$ cat src/rtl/core/ddenc_pkg.sv
`timescale 1ns / 1ps
// ----------------------------------------------------------------------------
// ddenc_pkg
// Shared constants for the double delta encoder: field layout of a double,
// register indexes and result class codes.
// ----------------------------------------------------------------------------
package ddenc_pkg;

    // double field layout
    localparam int FRAC_W   = 52;
    localparam int EXP_W    = 11;
    localparam int MAG_W    = 63;
    localparam logic [EXP_W-1:0] EXP_BIAS = 11'd1023;
    localparam logic [EXP_W-1:0] EXP_MAX  = 11'd2047;
    localparam logic [63:0] SIGN_BIT  = 64'h8000_0000_0000_0000;
    localparam logic [63:0] CANON_NAN = 64'h7FF8_0000_0000_0000;

    // configuration register indexes
    localparam int CFG_IDX_W = 2;
    localparam logic [CFG_IDX_W-1:0] CFG_GRP_EN  = 2'd0;
    localparam logic [CFG_IDX_W-1:0] CFG_GRP_EXP = 2'd1;
    localparam logic [CFG_IDX_W-1:0] CFG_FLT_EN  = 2'd2;
    localparam logic [CFG_IDX_W-1:0] CFG_THR     = 2'd3;

    // result classes
    typedef logic [1:0] t_class;
    localparam t_class CLS_EQUAL  = 2'd0;
    localparam t_class CLS_MZERO  = 2'd1;
    localparam t_class CLS_FILTER = 2'd2;
    localparam t_class CLS_CODED  = 2'd3;

endpackage

$ cat src/rtl/core/double_delta_encoder.sv
`timescale 1ns / 1ps
// ----------------------------------------------------------------------------
// double_delta_encoder
// Five-stage pipeline: classify and order operands, align and add,
// normalize, round and filter, then build the delta code.
// Throughput: one pair per cycle; a stalled output holds each stage in place.
// Reset: synchronous, active low; clears all valid bits and the configuration
// registers.
// ----------------------------------------------------------------------------
module double_delta_encoder
    import ddenc_pkg::*;
(
    input  logic          i_clk,
    input  logic          i_rst_n,
    // configuration write port
    input  logic          i_cfg_we,
    input  logic [1:0]    i_cfg_index,
    input  logic [62:0]   i_cfg_wdata,
    // input stream
    input  logic          i_s_axis_tvalid,
    output logic          o_s_axis_tready,
    input  logic [127:0]  i_s_axis_tdata,   // [63:0] subtrahend_bits, [127:64] minuend_bits
    // output stream
    output logic          o_m_axis_tvalid,
    input  logic          i_m_axis_tready,
    output logic [63:0]   o_m_axis_tdata,   // [63:0] delta_code
    output logic [1:0]    o_m_axis_tuser    // [1:0] delta_class
);

    // configuration registers
    logic              r_grp_en;
    logic [11:0]       r_grp_exp;
    logic              r_flt_en;
    logic [MAG_W-1:0]  r_thr;

    always_ff @(posedge i_clk) begin
        if (!i_rst_n) begin
            r_grp_en  <= 1'b0;
            r_grp_exp <= 12'd0;
            r_flt_en  <= 1'b0;
            r_thr     <= '0;
        end else if (i_cfg_we) begin
            case (i_cfg_index)
                CFG_GRP_EN:  r_grp_en  <= i_cfg_wdata[0];
                CFG_GRP_EXP: r_grp_exp <= i_cfg_wdata[11:0];
                CFG_FLT_EN:  r_flt_en  <= i_cfg_wdata[0];
                CFG_THR:     r_thr     <= i_cfg_wdata;
                default:     ;
            endcase
        end
    end

    // pipeline flow control
    logic r_v1, r_v2, r_v3, r_v4, r_v5;
    logic en1, en2, en3, en4, en5;

    assign en5 = !r_v5 || i_m_axis_tready;
    assign en4 = !r_v4 || en5;
    assign en3 = !r_v3 || en4;
    assign en2 = !r_v2 || en3;
    assign en1 = !r_v1 || en2;
    assign o_s_axis_tready = en1;

    always_ff @(posedge i_clk) begin
        if (!i_rst_n) begin
            r_v1 <= 1'b0;
            r_v2 <= 1'b0;
            r_v3 <= 1'b0;
            r_v4 <= 1'b0;
            r_v5 <= 1'b0;
        end else begin
            if (en1) r_v1 <= i_s_axis_tvalid;
            if (en2) r_v2 <= r_v1;
            if (en3) r_v3 <= r_v2;
            if (en4) r_v4 <= r_v3;
            if (en5) r_v5 <= r_v4;
        end
    end

    // ------------------------------------------------------------------
    // stage 1: classify, handle specials, order operands by magnitude
    // ------------------------------------------------------------------
    logic [63:0]       s_in, m_in;
    logic              a_sgn, b_sgn, a_nan, b_nan, a_inf, b_inf, swap;
    logic [EXP_W-1:0]  a_exp, b_exp, x_exp, y_exp, xe_eff, ye_eff;
    logic [MAG_W-1:0]  a_mag, b_mag, x_mag, y_mag;
    logic [63:0]       n_spec_bits;

    assign s_in  = i_s_axis_tdata[63:0];
    assign m_in  = i_s_axis_tdata[127:64];
    assign a_sgn = m_in[63];
    assign b_sgn = ~s_in[63];
    assign a_mag = m_in[62:0];
    assign b_mag = s_in[62:0];
    assign a_exp = m_in[62:52];
    assign b_exp = s_in[62:52];
    assign a_nan = (a_exp == EXP_MAX) && (|m_in[51:0]);
    assign b_nan = (b_exp == EXP_MAX) && (|s_in[51:0]);
    assign a_inf = (a_exp == EXP_MAX) && !(|m_in[51:0]);
    assign b_inf = (b_exp == EXP_MAX) && !(|s_in[51:0]);
    assign swap  = b_mag > a_mag;
    assign x_mag = swap ? b_mag : a_mag;
    assign y_mag = swap ? a_mag : b_mag;
    assign x_exp = x_mag[62:52];
    assign y_exp = y_mag[62:52];
    assign xe_eff = (x_exp == '0) ? 11'd1 : x_exp;
    assign ye_eff = (y_exp == '0) ? 11'd1 : y_exp;

    // result of non-finite operands
    always_comb begin
        n_spec_bits = CANON_NAN;
        if (a_nan || b_nan)           n_spec_bits = CANON_NAN;
        else if (a_inf && b_inf)      n_spec_bits = (a_sgn != b_sgn) ? CANON_NAN
                                                  : {a_sgn, EXP_MAX, 52'd0};
        else if (a_inf)               n_spec_bits = {a_sgn, EXP_MAX, 52'd0};
        else if (b_inf)               n_spec_bits = {b_sgn, EXP_MAX, 52'd0};
    end

    logic              r1_eq, r1_mz, r1_spec, r1_sgn, r1_sub;
    logic [63:0]       r1_spec_bits;
    logic [EXP_W-1:0]  r1_ex, r1_dsh, r1_mexp;
    logic [52:0]       r1_mx, r1_my;

    always_ff @(posedge i_clk) begin
        if (en1) begin
            r1_eq        <= !a_nan && !b_nan && ((s_in == m_in) ||
                            ((a_mag == '0) && (b_mag == '0)));
            r1_mz        <= (a_mag == '0);
            r1_spec      <= (a_exp == EXP_MAX) || (b_exp == EXP_MAX);
            r1_spec_bits <= n_spec_bits;
            r1_sgn       <= swap ? b_sgn : a_sgn;
            r1_sub       <= a_sgn ^ b_sgn;
            r1_ex        <= xe_eff;
            r1_dsh       <= xe_eff - ye_eff;
            r1_mexp      <= a_exp;
            r1_mx        <= {(x_exp != '0), x_mag[51:0]};
            r1_my        <= {(y_exp != '0), y_mag[51:0]};
        end
    end

    // ------------------------------------------------------------------
    // stage 2: align smaller operand with sticky, add or subtract
    // ------------------------------------------------------------------
    logic [55:0] y56, y_shr, y_mask, y_al;
    logic        y_big, y_sticky;
    logic [56:0] x57, y57;

    assign y56      = {r1_my, 3'b000};
    assign y_big    = r1_dsh >= 11'd56;
    assign y_shr    = y56 >> r1_dsh[5:0];
    assign y_mask   = (56'd1 << r1_dsh[5:0]) - 56'd1;
    assign y_sticky = |(y56 & y_mask);
    assign y_al     = y_big ? {55'd0, |r1_my} : {y_shr[55:1], y_shr[0] | y_sticky};
    assign x57      = {1'b0, r1_mx, 3'b000};
    assign y57      = {1'b0, y_al};

    logic              r2_eq, r2_mz, r2_spec, r2_sgn;
    logic [63:0]       r2_spec_bits;
    logic [EXP_W-1:0]  r2_ex, r2_mexp;
    logic [56:0]       r2_sum;

    always_ff @(posedge i_clk) begin
        if (en2) begin
            r2_eq        <= r1_eq;
            r2_mz        <= r1_mz;
            r2_spec      <= r1_spec;
            r2_spec_bits <= r1_spec_bits;
            r2_sgn       <= r1_sgn;
            r2_ex        <= r1_ex;
            r2_mexp      <= r1_mexp;
            r2_sum       <= r1_sub ? (x57 - y57) : (x57 + y57);
        end
    end

    // ------------------------------------------------------------------
    // stage 3: leading zero count and normalizing shift
    // ------------------------------------------------------------------
    logic [5:0]        lz, nsh;
    logic [EXP_W-1:0]  emax;
    logic [55:0]       norm_l, n_norm;
    logic [11:0]       n_exp;

    always_comb begin
        lz = 6'd55;
        for (int i = 0; i < 56; i++) begin
            if (r2_sum[i]) lz = 6'(55 - i);
        end
    end

    assign emax   = r2_ex - 11'd1;
    assign nsh    = (emax < {5'd0, lz}) ? emax[5:0] : lz;
    assign norm_l = r2_sum[55:0] << nsh;

    always_comb begin
        if (r2_sum[56]) begin
            n_norm = {r2_sum[56:2], r2_sum[1] | r2_sum[0]};
            n_exp  = {1'b0, r2_ex} + 12'd1;
        end else begin
            n_norm = norm_l;
            n_exp  = norm_l[55] ? {1'b0, r2_ex - {5'd0, nsh}} : 12'd0;
        end
    end

    logic              r3_eq, r3_mz, r3_spec, r3_sgn;
    logic [63:0]       r3_spec_bits;
    logic [EXP_W-1:0]  r3_mexp;
    logic [55:0]       r3_norm;
    logic [11:0]       r3_exp;

    always_ff @(posedge i_clk) begin
        if (en3) begin
            r3_eq        <= r2_eq;
            r3_mz        <= r2_mz;
            r3_spec      <= r2_spec;
            r3_spec_bits <= r2_spec_bits;
            r3_sgn       <= r2_sgn;
            r3_mexp      <= r2_mexp;
            r3_norm      <= n_norm;
            r3_exp       <= n_exp;
        end
    end

    // ------------------------------------------------------------------
    // stage 4: round to nearest even, threshold filter, class
    // ------------------------------------------------------------------
    logic              rnd_inc, d_nan, t_nan, filt;
    logic [MAG_W-1:0]  rnd_mag;
    logic [63:0]       d_bits;
    t_class            n_class;

    assign rnd_inc = r3_norm[2] & (r3_norm[1] | r3_norm[0] | r3_norm[3]);
    assign rnd_mag = {r3_exp[10:0], r3_norm[54:3]} + {62'd0, rnd_inc};

    always_comb begin
        if (r3_spec)                 d_bits = r3_spec_bits;
        else if (r3_exp >= 12'd2047) d_bits = {r3_sgn, EXP_MAX, 52'd0};
        else                         d_bits = {r3_sgn, rnd_mag};
    end

    assign d_nan = (d_bits[62:52] == EXP_MAX) && (|d_bits[51:0]);
    assign t_nan = (r_thr[62:52] == EXP_MAX) && (|r_thr[51:0]);
    assign filt  = r_flt_en && !d_nan && !t_nan && (d_bits[62:0] < r_thr);

    always_comb begin
        if (r3_eq)      n_class = CLS_EQUAL;
        else if (r3_mz) n_class = CLS_MZERO;
        else if (filt)  n_class = CLS_FILTER;
        else            n_class = CLS_CODED;
    end

    logic [63:0]       r4_d;
    logic [EXP_W-1:0]  r4_mexp;
    t_class            r4_class;

    always_ff @(posedge i_clk) begin
        if (en4) begin
            r4_d     <= d_bits;
            r4_mexp  <= r3_mexp;
            r4_class <= n_class;
        end
    end

    // ------------------------------------------------------------------
    // stage 5: delta code with shifted fraction and marker bits
    // ------------------------------------------------------------------
    logic [12:0]       e_d, e_m, e_diff, e_abs, e_sh;
    logic              above;
    logic [EXP_W-1:0]  code_exp;
    logic [51:0]       code_frac;
    logic [5:0]        mpos;
    logic [63:0]       n_code;

    assign e_d      = {2'b00, r4_d[62:52]} - {2'b00, EXP_BIAS};
    assign e_m      = r_grp_en ? {r_grp_exp[11], r_grp_exp}
                               : {2'b00, r4_mexp} - {2'b00, EXP_BIAS};
    assign e_diff   = e_d - e_m;
    assign above    = !e_diff[12] && (e_diff != 13'd0);
    assign e_abs    = e_diff[12] ? (13'd0 - e_diff) : e_diff;
    assign e_sh     = e_abs + 13'd2;
    assign mpos     = 6'd53 - e_sh[5:0];
    assign code_exp = r_grp_en ? (r_grp_exp[10:0] + EXP_BIAS) : r4_mexp;

    always_comb begin
        code_frac = (e_sh < 13'd64) ? (r4_d[51:0] >> e_sh[5:0]) : 52'd0;
        if (e_sh <= 13'd53)
            code_frac = code_frac | (52'd1 << mpos);
        if (above && (e_sh <= 13'd52))
            code_frac = code_frac | (52'd1 << (mpos - 6'd1));
    end

    always_comb begin
        case (r4_class)
            CLS_EQUAL:  n_code = 64'd0;
            CLS_MZERO:  n_code = SIGN_BIT;
            CLS_FILTER: n_code = 64'd0;
            CLS_CODED:  n_code = {r4_d[63], code_exp, code_frac};
            default:    n_code = 64'd0;
        endcase
    end

    logic [63:0] r5_code;
    t_class      r5_class;

    always_ff @(posedge i_clk) begin
        if (en5) begin
            r5_code  <= n_code;
            r5_class <= r4_class;
        end
    end

    assign o_m_axis_tvalid = r_v5;
    assign o_m_axis_tdata  = r5_code;
    assign o_m_axis_tuser  = r5_class;

endmodule

$ cat config.mk
export PLATFORM = sky130hd
export DESIGN_NAME = double_delta_encoder
export DESIGN_NICKNAME = d
export VERILOG_FILES = /design/src/rtl/core/ddenc_pkg.sv /design/src/rtl/core/double_delta_encoder.sv
export SDC_FILE = /design/constraint.sdc
export NUM_CORES = 2
export LEC_CHECK = 0
export ABC_CLOCK_PERIOD_IN_PS = 13900
export BUFFER_PORTS_ARGS = -buffer_cell sky130_fd_sc_hd__buf_2
export CORE_MARGIN = 2
export CORE_UTILIZATION = 55
export DETAILED_ROUTE_END_ITERATION = 10
export GPL_TIMING_DRIVEN = 1
export PLACE_DENSITY = 0.81
export SYNTH_ARGS = -nofsm -noshare
export SYNTH_HDL_FRONTEND = slang
export SYNTH_SLANG_ARGS = --single-unit
$ cat constraint.sdc
create_clock -name i_clk -period 13.9 [get_ports i_clk]
set_input_delay 2.78 -clock i_clk [delete_from_list [all_inputs] [get_ports i_clk]]
set_output_delay 2.78 -clock i_clk [all_outputs]
set_load 0.05 [all_outputs]
==> impl_metrics.env <==
export IMPL_status="completed"
export IMPL_hold_violations=0
export IMPL_rsz0062_at_grt="no"
export IMPL_synth_cell_types=108
export IMPL_crit_top_cell="a21o_1"
export IMPL_worst_hold_path_type="flop to flop"
export IMPL_crit_fanout=190
export IMPL_netlist_area_um2=46400
export IMPL_grt_pass1_vias=40800
export IMPL_synth_ff_type="edfxtp_1"
export IMPL_numCtsBuffers=56
export IMPL_p_clk_share_pct=11.5
export IMPL_place_congestion=1.01
export IMPL_ctsHoldBuffers=0
export IMPL_pre_cts_ws_ns=5.00
export IMPL_ys_warn_count=0
export IMPL_drive_gt1_share_pct=13.0
export IMPL_io_pins=266
export IMPL_routedLengthMet1_um=61500
export IMPL_final_antenna_net_count=0
export IMPL_initial_core_util_pct=55.5
export IMPL_cts_resized=0
export IMPL_switching_share_pct=53.0
export IMPL_setup_viol=0
export IMPL_cts_tree="yes"
export IMPL_worstSetupPathType="primary input to flop"
export IMPL_end_kind="flop"
export IMPL_drtIter0Drc=4917
export IMPL_die_w_um=295
export IMPL_p_comb_share_pct=67.7
export IMPL_coreArea_um2=83700
export IMPL_row_count=106
export IMPL_slew_violations=0
export IMPL_grt_use_total_pct=37.0
export IMPL_antenna_found_initial=3
export IMPL_seq_area_frac_synth_pct=33.1
export IMPL_postSynth_asyncResetShare_pct=0
export IMPL_fin_crit_ns=8.25
export IMPL_viasPerCell=6.65
export IMPL_synth_top_cell_area_share_pct=29.6
export IMPL_top_layer="met5"
export IMPL_setup_slack_ns=5.65
export IMPL_arrival_ns=8.63
export IMPL_synthCells=5255
export IMPL_num_vias=43300
export IMPL_cts_sinks=540
export IMPL_htreeDepth=2
export IMPL_synth_edf_count=458
export IMPL_syn_num_nets=5732
export IMPL_wl_met2_um=77000
export IMPL_relSlewSlack_pct=17.1
export IMPL_cpPeakStageDelay_ns=0.55
export IMPL_finalCritPeriodShare_pct=59.4
export IMPL_wl_met3_um=14200
export IMPL_grt_max_degree=191
export IMPL_cp_slowest_cell="buf_12"
export IMPL_clockBufferDepth=3
export IMPL_cts_setup_buffers=0
export IMPL_port_buffers=265
export IMPL_switchingPower_mw=6.80
export IMPL_critPathLaunchType="primary input"
export IMPL_max_cap_violations=0
export IMPL_drc_errors=0
export IMPL_die_h_um=295
export IMPL_fin_tns_setup_ns=0
export IMPL_drtPass1Iterations=8
export IMPL_p_leak_nw=20.6
export IMPL_syn_to_final_growth_pct=8.51
export IMPL_synthTopCellsByCount="nand2_1, edfxtp_1, nor2_1"
export IMPL_worstPathRequired_ns=14.28
export IMPL_postSynthAreaPerCell_um2=8.84
export IMPL_grt_overflow_total=0
export IMPL_dieArea_um2=86800
export IMPL_synth_most_common_cell="nand2_1"
export IMPL_hpwl_um=126000
export IMPL_clk_latency_ns=0.65
export IMPL_yosys_area_top_type="edfxtp_1"
export IMPL_internal_power_mw=6.02
export IMPL_clock_tree_root_cell="clkbuf_16"
export IMPL_power_frac_seq_pct=20.8
export IMPL_peakVddDrop_mv=0.453
export IMPL_synth_seq_cells=540
export IMPL_path_clk_slew_ns=0.06
export IMPL_fin_nets=5819
export IMPL_max_freq_mhz=121
export IMPL_ys_top_cells_by_area="edfxtp_1, ha_1, mux2i_1"
export IMPL_p_per_area_nw_per_um2=254
export IMPL_wire_per_inst_um=25.1
export IMPL_grt_first_pass_wirelength_um=246000
export IMPL_worst_pin_slew_ns=1.24
export IMPL_routed_wl_um=164000
export IMPL_fin_skew_ns=0.0324
[flip-flops by register name (all words and copies together), names as in the netlist, 12 cells and up]
signal / flops
r1_my: 53
r4_d: 64
r2_sum: 57
o_m_axis_tdata: 64
r_thr: 63
r1_mx: 53
r_grp_exp: 12
r3_exp: 12
r3_norm: 55
[per-layer routing]
layer  up-vias  GRT usage, %
met4         2          21.6
met5         -             0
met2      2449          61.6
met3       613          5.32
li1      19700             -
met1     20500          45.6
[per-stage QoR]
step / total power, mW / instances / cell area (µm²) / hold slack [ns] / util [%]
after detailed placement: 11.0 / 6418 / 48600 / 0.405 / 58.1
after floorplan: 8.53 / 5255 / 46400 / 0.400 / -
after global placement: 10.9 / 6418 / 48600 / 0.401 / 58.1
after global routing: 13.5 / 6520 / 50400 / 0.421 / 60.2
after CTS: 12.5 / 6520 / 50400 / 0.418 / 60.2
final: 12.8 / 6521 / 50400 / 0.417 / 60.2
[worst paths after layout]
check                             from              endpoint  cells after the start  slack [ns]
hold reg to reg   r1_mexp[9]$_DFFE_PP_  r2_mexp[9]$_DFFE_PP_                      0        0.42
hold / removal    r1_mexp[9]$_DFFE_PP_  r2_mexp[9]$_DFFE_PP_                      0        0.42
setup reg to reg   r1_dsh[0]$_DFFE_PP_  r2_sum[54]$_DFFE_PP_                     24        5.71
setup / recovery     i_s_axis_tdata[1]  r1_dsh[10]$_DFFE_PP_                     28        5.65
[kinds of logic after synthesis]
kind of cell / count (synthesis) / synth area share [%]
mux: 516 / 13.1
fa+ha+maj: 283 / 7.67
simple gates: 1775 / 18.3
xor+xnor: 185 / 3.55
flops: 540 / 33.1
buf+inv: 602 / 5.03
compound gates: 1354 / 19.2
[power by group through the flow]
stage / registers, mW / clock network [mW] / logic [mW]
CTS: 2.64 / 1.49 / 8.35
global placement: 2.65 / 0 / 8.27
floorplan: 2.50 / 0 / 6.03
global route: 2.69 / 1.56 / 9.24
detailed placement: 2.67 / 0 / 8.30
finish: 2.67 / 1.48 / 8.67
[worst max-delay path, delay by kind of cell]
family / cells / cell delay (ns)
simple gates: 5 / 1.03
mux: 1 / 0.42
buf+inv: 2 / 0.68
compound gates: 16 / 2.47
fa+ha+maj: 3 / 0.96
xor+xnor: 1 / 0.13
[layout by cell type, fill, tap and decap left out, types with 25 or more instances in the layout]
master     count
nor2b_1       66
o22ai_1       50
a21boi_0      76
o211ai_1      25
nand2b_1      67
nand4_1       87
and2_1        40
edfxtp_1     458
inv_1        290
o21bai_1      41
ha_1         274
o21a_1        35
mux2_2       140
buf_4         66
xor2_1        76
nand3_1      136
nor3_1       116
a21oi_1      327
nor4_1       105
xnor2_1      105
nand2_1      533
clkbuf_16     56
a211oi_1      51
a31oi_1       51
o31ai_1       28
a22oi_1       38
buf_2        265
mux4_2        58
and3_1        55
nor2_1       439
or3_1         25
mux2i_1      318
o21ai_0      286
a21o_1        88
dfxtp_1       82
[area by class of cell]
type / count / area [µm²]
Fill cell: 7326 / 33300
Multi-Input combinational cell: 4113 / 28800
Sequential cell: 540 / 15400
Timing Repair Buffer: 332 / 1840
Clock buffer: 67 / 1480
Tap cell: 1134 / 1420
Inverter: 299 / 1120
Clock inverter: 35 / 300
Antenna cell: 1 / 2.50
(Power assumes the default switching activity.)
